===== src/bpbcd_pkg.sv =====
// ----------------------------------------------------------------------------
// bpbcd_pkg
// Shared constants, beat types and state encoding of the binary to packed
// BCD converter.
// ----------------------------------------------------------------------------
package bpbcd_pkg;

  localparam int unsigned VALUE_W    = 64;  // binary input width
  localparam int unsigned COUNT_W    = 5;   // byte count field width
  localparam int unsigned INDEX_W    = 4;   // byte index field width
  localparam int unsigned BYTE_W     = 8;
  localparam int unsigned DIGIT_W    = 4;
  localparam int unsigned BCD_DIGITS = 20;  // decimal digits of a 64-bit value
  localparam int unsigned BCD_W      = BCD_DIGITS * DIGIT_W;
  localparam int unsigned BCD_PAIRS  = BCD_DIGITS / 2;
  localparam int unsigned STEP_W     = $clog2(VALUE_W);
  localparam int unsigned MAX_BYTES  = 16;

  typedef struct packed {
    logic [VALUE_W-1:0] value;
    logic [COUNT_W-1:0] byte_count;
  } in_beat_t;

  typedef struct packed {
    logic [INDEX_W-1:0] byte_index;
    logic [BYTE_W-1:0]  bcd_byte;
    logic               has_byte;
    logic               last;
    logic               overflow;
  } out_beat_t;

  // Status of the shift-add-3 core toward the sequencer.
  typedef struct packed {
    logic busy;
    logic done;
  } dab_sts_t;

  typedef enum logic [1:0] {
    S_IDLE,
    S_CONV,
    S_EMIT
  } state_e;

endpackage


===== src/bpbcd_if.sv =====
// ----------------------------------------------------------------------------
// bpbcd_if
// Valid/ready channels carrying the input beat and the result beat.
// ----------------------------------------------------------------------------
interface bpbcd_in_if;
  logic                valid;
  logic                ready;
  bpbcd_pkg::in_beat_t data;

  modport source (output valid, output data, input ready);
  modport sink   (input valid, input data, output ready);
endinterface

interface bpbcd_out_if;
  logic                 valid;
  logic                 ready;
  bpbcd_pkg::out_beat_t data;

  modport source (output valid, output data, input ready);
  modport sink   (input valid, input data, output ready);
endinterface


===== src/bpbcd_dabble.sv =====
// ----------------------------------------------------------------------------
// bpbcd_dabble
// Bit-serial shift-add-3 core: one value bit enters the BCD register per
// cycle, every digit of 5 or more gets 3 added before the shift.
// ----------------------------------------------------------------------------
module bpbcd_dabble (
  input  logic                          clk_i,
  input  logic                          rst_ni,
  input  logic                          start_i,
  input  logic [bpbcd_pkg::VALUE_W-1:0] value_i,
  output bpbcd_pkg::dab_sts_t           sts_o,
  output logic [bpbcd_pkg::BCD_W-1:0]   bcd_o
);
  import bpbcd_pkg::*;

  logic [VALUE_W-1:0] bin_q, bin_d;
  logic [BCD_W-1:0]   bcd_q, bcd_d, adj;
  logic [STEP_W-1:0]  step_q, step_d;
  logic               busy_q, busy_d;
  logic               done_q, done_d;

  // Correct each digit before the shift.
  always_comb begin
    for (int d = 0; d < BCD_DIGITS; d++) begin
      adj[d*DIGIT_W +: DIGIT_W] = (bcd_q[d*DIGIT_W +: DIGIT_W] >= 4'd5) ?
                                  bcd_q[d*DIGIT_W +: DIGIT_W] + 4'd3 :
                                  bcd_q[d*DIGIT_W +: DIGIT_W];
    end
  end

  always_comb begin
    bin_d  = bin_q;
    bcd_d  = bcd_q;
    step_d = step_q;
    busy_d = busy_q;
    done_d = 1'b0;
    if (start_i) begin
      bin_d  = value_i;
      bcd_d  = '0;
      step_d = '0;
      busy_d = 1'b1;
    end else if (busy_q) begin
      bcd_d  = {adj[BCD_W-2:0], bin_q[VALUE_W-1]};
      bin_d  = {bin_q[VALUE_W-2:0], 1'b0};
      step_d = step_q + 1'b1;
      if (step_q == STEP_W'(VALUE_W - 1)) begin
        busy_d = 1'b0;
        done_d = 1'b1;
      end
    end
  end

  always_ff @(posedge clk_i or negedge rst_ni) begin
    if (!rst_ni) begin
      busy_q <= 1'b0;
      done_q <= 1'b0;
      step_q <= '0;
    end else begin
      busy_q <= busy_d;
      done_q <= done_d;
      step_q <= step_d;
    end
  end

  always_ff @(posedge clk_i) begin
    bin_q <= bin_d;
    bcd_q <= bcd_d;
  end

  assign sts_o.busy = busy_q;
  assign sts_o.done = done_q;
  assign bcd_o      = bcd_q;

endmodule


===== src/binary_to_packed_bcd_unit.sv =====
// ----------------------------------------------------------------------------
// binary_to_packed_bcd_unit
// Converts an unsigned 64-bit value to a packed BCD field and streams it out
// one byte per beat, most significant byte first.
// ----------------------------------------------------------------------------
// One input beat carries a 64-bit value and a byte count (saturated to
// MaxBytes). The value is converted by a bit-serial shift-add-3 core that
// takes one value bit per cycle; the overflow flag is latched when the core
// signals done. The field is then emitted as one result beat per byte,
// byte 0 (most significant) first, high nibble holding the more significant
// digit, leading unused digits zero. The final beat has last set and carries
// overflow, which flags a value with more decimal digits than twice the byte
// count; the field then holds the low-order digits. A byte count of zero
// yields a single beat with has_byte low. Items are processed one at a time;
// the next input beat is taken as soon as the last result of the previous
// one sits in the output register, even if that beat has not been taken yet.
module binary_to_packed_bcd_unit #(
  parameter int unsigned MaxBytes = bpbcd_pkg::MAX_BYTES
) (
  input  logic          clk_i,
  input  logic          rst_ni,
  bpbcd_in_if.sink      in_i,
  bpbcd_out_if.source   out_o
);
  import bpbcd_pkg::*;

  localparam int unsigned CntW = $clog2(MaxBytes + 1);

  state_e             state_q, state_d;
  logic [CntW-1:0]    n_q, n_d;        // saturated byte count
  logic [CntW-1:0]    idx_q, idx_d;    // next byte position to emit
  logic [CntW-1:0]    n_sat, pair;
  logic               ovf_q, ovf_d, ovf_calc;
  logic               out_valid_q, out_valid_d;
  out_beat_t          out_data_q, out_data_d;
  logic               start;
  logic               last_byte;
  logic [BYTE_W-1:0]  pair_byte;
  logic [BCD_W-1:0]   bcd;
  dab_sts_t           dab_sts;

  bpbcd_dabble u_dabble (
    .clk_i   (clk_i),
    .rst_ni  (rst_ni),
    .start_i (start),
    .value_i (in_i.data.value),
    .sts_o   (dab_sts),
    .bcd_o   (bcd)
  );

  // Clamp the requested field width.
  assign n_sat = (32'(in_i.data.byte_count) > MaxBytes) ? CntW'(MaxBytes)
                                                       : CntW'(in_i.data.byte_count);

  // Byte position idx maps to digit pair n-1-idx, counted from the LSB.
  assign pair      = n_q - idx_q - 1'b1;
  assign last_byte = (n_q == '0) || (idx_q == n_q - 1'b1);

  // Pairs beyond the 20 digits of a 64-bit value are always zero.
  always_comb begin
    pair_byte = '0;
    for (int k = 0; k < BCD_PAIRS; k++) begin
      if (32'(pair) == k) pair_byte = bcd[k*BYTE_W +: BYTE_W];
    end
  end

  // Overflow: any nonzero digit at or above position 2n.
  always_comb begin
    ovf_calc = 1'b0;
    for (int d = 0; d < BCD_DIGITS; d++) begin
      if ((d >= 2 * 32'(n_q)) && (bcd[d*DIGIT_W +: DIGIT_W] != '0)) ovf_calc = 1'b1;
    end
  end

  always_comb begin
    state_d     = state_q;
    n_d         = n_q;
    idx_d       = idx_q;
    ovf_d       = ovf_q;
    out_valid_d = out_valid_q;
    out_data_d  = out_data_q;
    start       = 1'b0;
    in_i.ready  = 1'b0;

    // Drop the held beat once the sink takes it.
    if (out_valid_q && out_o.ready) out_valid_d = 1'b0;

    unique case (state_q)
      S_IDLE: begin
        in_i.ready = 1'b1;
        if (in_i.valid) begin
          n_d     = n_sat;
          start   = 1'b1;
          state_d = S_CONV;
        end
      end
      S_CONV: begin
        if (dab_sts.done) begin
          ovf_d   = ovf_calc;
          idx_d   = '0;
          state_d = S_EMIT;
        end
      end
      S_EMIT: begin
        // Advance only when the output register is free or being emptied.
        if (!out_valid_q || out_o.ready) begin
          out_valid_d           = 1'b1;
          out_data_d.byte_index = INDEX_W'(idx_q);
          out_data_d.bcd_byte   = (n_q == '0) ? '0 : pair_byte;
          out_data_d.has_byte   = (n_q != '0);
          out_data_d.last       = last_byte;
          out_data_d.overflow   = last_byte & ovf_q;
          if (last_byte) begin
            state_d = S_IDLE;
          end else begin
            idx_d = idx_q + 1'b1;
          end
        end
      end
      default: begin
        state_d = S_IDLE;
      end
    endcase
  end

  always_ff @(posedge clk_i or negedge rst_ni) begin
    if (!rst_ni) begin
      state_q     <= S_IDLE;
      out_valid_q <= 1'b0;
      n_q         <= '0;
      idx_q       <= '0;
      ovf_q       <= 1'b0;
    end else begin
      state_q     <= state_d;
      out_valid_q <= out_valid_d;
      n_q         <= n_d;
      idx_q       <= idx_d;
      ovf_q       <= ovf_d;
    end
  end

  always_ff @(posedge clk_i) begin
    out_data_q <= out_data_d;
  end

  assign out_o.valid = out_valid_q;
  assign out_o.data  = out_data_q;

endmodule


===== src/flat_wrapper.sv =====
// flat-port wrapper written by rule: the top's interface ports become plain ports
module binary_to_packed_bcd_unit_flat import bpbcd_pkg::*;
#(
  parameter int unsigned MaxBytes = bpbcd_pkg::MAX_BYTES
)
  (clk_i, rst_ni, in_i_valid, in_i_data, in_i_ready, out_o_valid, out_o_data, out_o_ready);
  bpbcd_in_if in_i_i ();
  bpbcd_out_if out_o_i ();
  input  logic clk_i;
  input  logic rst_ni;
  input wire logic [$bits(in_i_i.valid)-1:0] in_i_valid;
  input wire logic [$bits(in_i_i.data)-1:0] in_i_data;
  output wire logic [$bits(in_i_i.ready)-1:0] in_i_ready;
  output wire logic [$bits(out_o_i.valid)-1:0] out_o_valid;
  output wire logic [$bits(out_o_i.data)-1:0] out_o_data;
  input wire logic [$bits(out_o_i.ready)-1:0] out_o_ready;
  assign in_i_i.valid = in_i_valid;
  assign in_i_i.data = in_i_data;
  assign in_i_ready = in_i_i.ready;
  assign out_o_valid = out_o_i.valid;
  assign out_o_data = out_o_i.data;
  assign out_o_i.ready = out_o_ready;
  binary_to_packed_bcd_unit #(.MaxBytes(MaxBytes)) u_core (.clk_i(clk_i), .rst_ni(rst_ni), .in_i(in_i_i), .out_o(out_o_i));
endmodule

===== config.mk =====
export PLATFORM = sky130hd
export DESIGN_NAME = binary_to_packed_bcd_unit_flat
export DESIGN_NICKNAME = d
export VERILOG_FILES = /design/src/bpbcd_pkg.sv /design/src/bpbcd_if.sv /design/src/bpbcd_dabble.sv /design/src/binary_to_packed_bcd_unit.sv /design/src/flat_wrapper.sv
export SDC_FILE = /design/constraint.sdc
export NUM_CORES = 1
export LEC_CHECK = 0
export BUFFER_PORTS_ARGS = -buffer_cell sky130_fd_sc_hd__clkbuf_2
export CAP_MARGIN = 20
export CORE_MARGIN = 2
export CORE_UTILIZATION = 45
export DETAILED_ROUTE_END_ITERATION = 7
export MAX_ROUTING_LAYER = met4
export SLEW_MARGIN = 20
export SYNTH_ARGS = -nofsm -noshare
export SYNTH_HDL_FRONTEND = slang
export SYNTH_SLANG_ARGS = --single-unit
export TNS_END_PERCENT = 5

===== constraint.sdc =====
create_clock -name clk_i -period 7.2 [get_ports clk_i]
set_input_delay 2.16 -clock clk_i [delete_from_list [all_inputs] [get_ports clk_i]]
set_output_delay 2.16 -clock clk_i [all_outputs]
set_load 0.1 [all_outputs]

Word level (Yosys, flattened, before mapping)
Index checks and enable logic that the tools add are counted.
{"block": "word_totals", "inputBits": 73, "register_bits": 181, "output_inout_bits": 17}
{"block": "op_classes", "add_sub_neg": 25, "n_bitwise": 1, "n_eq_ne": 18, "order_cmp": 41, "n_mux": 76, "n_reduce_logical": 55}
{"operator": "2-to-1 mux 64 bit", "n": 2}
{"operator": ">= comparator 4 x 3 -> 1 bit (second input constant)", "n": 20}
{"operator": "2-to-1 mux 8 bit", "n": 10}
{"operator": "nonzero test 4 bit", "n": 20}
{"operator": "adder 4 x 2 -> 4 bit (second input constant)", "n": 19}
{"operator": "2-to-1 mux 4 bit", "n": 19}
{"operator": ">= comparator 4 x 6 -> 1 bit (first input constant)", "n": 8}
{"operator": "2-to-1 mux 1 bit", "n": 32}
{"operator": ">= comparator 3 x 6 -> 1 bit (first input constant)", "n": 4}
{"operator": ">= comparator 5 x 6 -> 1 bit (first input constant)", "n": 4}
{"operator": "logical AND 1 bit", "n": 21}
{"operator": "equality test 5 x 3 -> 1 bit (second input constant)", "n": 4}
{"operator": "2-to-1 mux 5 bit", "n": 4}
{"operator": ">= comparator 1 x 6 -> 1 bit (first input constant)", "n": 2}
{"operator": ">= comparator 2 x 6 -> 1 bit (first input constant)", "n": 2}
{"operator": "2-to-1 mux 6 bit", "n": 2}
{"operator": "equality test 5 x 2 -> 1 bit (second input constant)", "n": 2}
{"operator": "equality test 5 x 4 -> 1 bit (second input constant)", "n": 2}
{"operator": "logical NOT 5 bit", "n": 2}
{"operator": "case mux 5 bit (2 select lines)", "n": 1}
{"operator": "subtractor 5 x 1 -> 5 bit (second input constant)", "n": 2}
{"operator": "2-to-1 mux 2 bit", "n": 4}
{"operator": "AND reduction 4 bit", "n": 2}
{"operator": "adder 6 x 1 -> 6 bit (second input constant)", "n": 1}
{"operator": "other kinds (20)", "n": 27}

Depth between registers and ports, before layout
{"block": "depth", "depth_word": 22, "depth_mapped": 9, "depth_no_buf": 8}

Modules after synthesis
From an unflattened synthesis, not the netlist that was laid out.
{"block": "hier_totals", "cells_unflattened": 1077, "hier_area_um2": 10577.6}
{"mod": "bpbcd_dabble", "area_per_inst_um2": 8012.7, "cells_each": 784, "seq_area_each_um2": 3723.6, "instances": 1}
{"mod": "binary_to_packed_bcd_unit", "area_per_inst_um2": 2565.0, "cells_each": 293, "seq_area_each_um2": 800.8, "instances": 1}

Worst setup path before layout
No wires, ideal clock.
{"block": "synth_timing", "path_kind": "input to register", "start": "input port in_i_valid", "end": "register u_core.u_dabble.bin_q[0] (enable)", "arrival_time_ns": 3.606, "setup_time_ns": 0.394, "required_ns": 6.806, "path_stages": 4, "setup_slack_ns": 3.200, "cell_sequence": "and2_1 clkbuf_1 clkbuf_1 or2_2"}
{"block": "synth_between", "elab_chain_cells": 3}
{"item": "start: declaration", "line": "flat_wrapper.sv:11", "source": "input wire logic [$bits(in_i_i.valid)-1:0] in_i_valid;"}
{"item": "2-to-1 mux 1 bit", "line": "binary_to_packed_bcd_unit.sv:91", "source": "if (in_i.valid) begin"}
{"item": "2-to-1 mux 1 bit", "line": "binary_to_packed_bcd_unit.sv:88", "source": "unique case (state_q)"}
{"item": "nonzero test 2 bit (no source line)"}
{"item": "end signal: assignment", "line": "bpbcd_dabble.sv:66", "source": "bin_q <= bin_d;"}
{"item": "end: declaration", "line": "bpbcd_dabble.sv:16", "source": "logic [VALUE_W-1:0] bin_q, bin_d;"}
No other way between the ends.
A chain may end at the register's enable or synchronous reset.

Worst setup path after layout
{"block": "layout_timing", "start": "input port in_i_valid", "end": "register u_core.n_q[4]"}
{"block": "layout_between", "elab_chain_cells": 1}
{"item": "AND reduction 2 bit (no source line)"}
{"item": "end signal: assignment", "line": "binary_to_packed_bcd_unit.sv:136", "source": "n_q <= n_d;"}
{"item": "end: declaration", "line": "binary_to_packed_bcd_unit.sv:30", "source": "logic [CntW-1:0] n_q, n_d;"}
No other way between the ends.

==> flow_metrics.tcl <==
set metrics [dict create \
    synth_common_cells "dfxtp_1 (80), edfxtp_1 (79), a21oi_1 (64), mux2_2 (64), nand2_1 (63)" \
    drive_gt1_share_pct 20.6 \
    slowest_stage "buf_4" \
    crit_arrival_ns 4.55 \
    grt_pass1_wl_mm 35.4 \
    dr.pass1.iters 6 \
    dieArea_um2 23400 \
    drv_cap 0 \
    hp-start "u_core.u_dabble.done_q$_DFF_PN0_" \
    gr-total-overflow 0 \
    holdPathStages 1 \
    hold_class "reg -> reg" \
    grt_pass1_vias 6958 \
    synthTopCellsByArea "edfxtp_1 (24%), dfxtp_1 (16%), mux2_2 (7.2%)" \
    row_count 54 \
    powerDensity_nw_per_um2 494 \
    synth_area_um2 9990 \
    avgSynthCellArea_um2 10.4 \
    critical-path-top-delay-family "buffers and inverters" \
    drtIter0Drc 509 \
    wl_mm 21.6 \
    syn_inst 958 \
    die_w_um 153 \
    cts.clk_slew.worst_paths_ns 0.08 \
    cts_root_buf "clkbuf_16" \
    ys_seq_elements 181 \
    ir_worst_vdd_v 0.000242 \
    end_kind "register" \
    grt_max_degree 86 \
    grt_use_total_pct 19.2 \
    ys_types 65 \
    ys_warn_count 0 \
    period_share_pct 58.7 \
    port_buffers 89 \
    worstSkewPairLatency_ns 0.44 \
    cts_hold_buf 0 \
    r2r_start "u_core.n_q[0]$_DFFE_PN0P_" \
    yosysMostFrequentCell "dfxtp_1" \
    rsz0062_at_grt "no" \
    fmax_ghz 0.237 \
    gp_congestion 0.797 \
    grt-busiest-layer "met2" \
    grt_use_met3_pct 3.60 \
    synth_largest_area_cell "edfxtp_1" \
    critPathBufInv 3 \
    cts_tree "yes" \
    fin_cells 1321 \
    cts_buffers 17 \
    antenna_left 0 \
    max_slew_margin_pct 29.3 \
    final_hold_viol_count 0 \
    setup_tns_ns 0 \
    critPathLaunchType "input pin" \
    finalInstanceArea_um2 11200 \
    fin_skew_ns 0.0114 \
    via_count 7250 \
    io_pins 90 \
    areaGrowthSynthToFinish_pct 12.5 \
    antenna_found_initial 0 \
    initial_utilization_pct 45.8 \
    ys_async_sr_fraction_pct 12.2 \
    netlist.area_leader.share_pct 23.8 \
    synth_fp_nets 1081 \
    slowest_delay_ns 0.75 \
    clkSinkCount 181 \
    tightest_slew_ns 1.06 \
    min_to "u_core.state_q[0]$_DFFE_PN0P_" \
    p_leak_nw 4.63 \
    core_um2 21800 \
    cp_max_fo 73 \
    worstPathCellList "clkbuf_2, and2_4, buf_4, buf_4, mux2_2" \
    period_needed_ns 4.23 \
    r2r_cells 6 \
    antenna_cells 0 \
    slew_viol_final 0 \
    wl_per_cell_um 16.3 \
    dp_cells 1289 \
    ys_seq_area_share_pct 45.3 \
    r2r_end "u_core.out_o.data[10]$_SDFFCE_PP0P_" \
    grt.met2_usage_pct 30.1 \
    drc_errors 0 \
    dpl-instance-area_um2 10600 \
    cts_setup_buffers 0 \
    ys.flop_type "dfxtp_1" \
    fin_nets 1151 \
    crit_path_frequent_cell "buf_4" \
    required_ns 7.52 \
    die_h_um 153 \
    htreeDepth 4 \
    setup_viol 0 \
    post_cts_resized 0 \
    synth_edf_count 79 \
    hpwl_mm 14.7 \
    crit_type "in -> reg" \
    grt_util_met1_pct 25.7 \
    viasPerCell 5.49 \
    cts_max_path_buffers 2 \
    r2r_slack_ns 3.90 \
    status "finished clean" \
]
power by group:
part	internal, W	switching, W	leakage [nW]
sequential	0.00165	0.000479	1.73
clock	0.000469	0.000470	0.288
combinational	0.00120	0.00129	2.61
total	0.00332	0.00224	4.63
sequential cells by signal, indices dropped and copies added, names as in the netlist:
signal / count
u_core.idx_q: 5
u_core.ovf_q: 1
u_core.state_q: 2
u_core.out_o.data: 15
u_core.n_q: 5
u_core.u_dabble.step_q: 6
u_core.u_dabble.busy_q: 1
u_core.u_dabble.bin_q: 64
u_core.u_dabble.done_q: 1
u_core.out_o.valid: 1
u_core.u_dabble.bcd_o: 80
layer usage:
metal	up-vias	routed length (µm)
li1	3603	-
met5	-	0
met1	3503	10300
met4	0	284
met2	124	10200
met3	20	742
metrics by stage:
stage,hold WS [ns],total power [W],util [%],setup WS (ns)
floorplan,0.428,0.00404,-,3.20
global placement,0.446,0.00458,48.8,2.50
detailed placement,0.447,0.00462,48.8,2.49
CTS,0.446,0.00559,51.5,2.94
global route,0.468,0.00601,51.5,2.81
finish,0.445,0.00555,51.5,2.97
cells in the final DEF, fill, tap and decap left out, types with 17 or more instances in the layout:
| cell | n |
|---|---|
| mux2i_1 | 40 |
| clkbuf_2 | 89 |
| clkbuf_16 | 17 |
| edfxtp_1 | 79 |
| nor2_1 | 43 |
| dfxtp_1 | 80 |
| nand3_1 | 44 |
| nand2b_1 | 60 |
| a21oi_1 | 64 |
| dfrtp_1 | 21 |
| inv_1 | 51 |
| o211ai_1 | 35 |
| mux2_2 | 64 |
| nand2_1 | 63 |
| a21o_1 | 18 |
| ha_1 | 49 |
| o21ai_0 | 48 |
| xnor2_1 | 42 |
area by class of cell:
class / count / area (µm²)
fill: 2003 / 10600
multi-input combinational: 681 / 5070
clock buffer: 17 / 425
timing repair buffer: 96 / 498
clock inverter: 15 / 168
inverter: 51 / 191
sequential: 181 / 4530
tap: 280 / 350
worst max path at each step:
stage	from	end	slack [ns]	cells past startpoint
after floorplan	in_i_valid	u_core.u_dabble.bin_q[0]$_SDFFCE_PN0P_	3.20	4
after global placement	in_i_valid	u_core.n_q[4]$_DFFE_PN0P_	2.50	5
after detailed placement	in_i_valid	u_core.n_q[4]$_DFFE_PN0P_	2.49	5
after CTS	in_i_valid	u_core.n_q[4]$_DFFE_PN0P_	2.94	5
after global routing	in_i_valid	u_core.n_q[4]$_DFFE_PN0P_	2.81	5
final	in_i_valid	u_core.n_q[4]$_DFFE_PN0P_	2.97	5
cell families after synthesis:
logic type | count (synthesis) | share of synthesized area [%]
and+or+nand+nor | 257 | 13.1
AOI/OAI and AO/OA | 213 | 13.7
DFF | 181 | 45.3
muxes | 114 | 13.5
buffers and inverters | 96 | 3.95
adders and majority gates | 50 | 6.34
xor gates and xnor gates | 47 | 4.20
No activity file was read; power rests on OpenSTA's default activity.
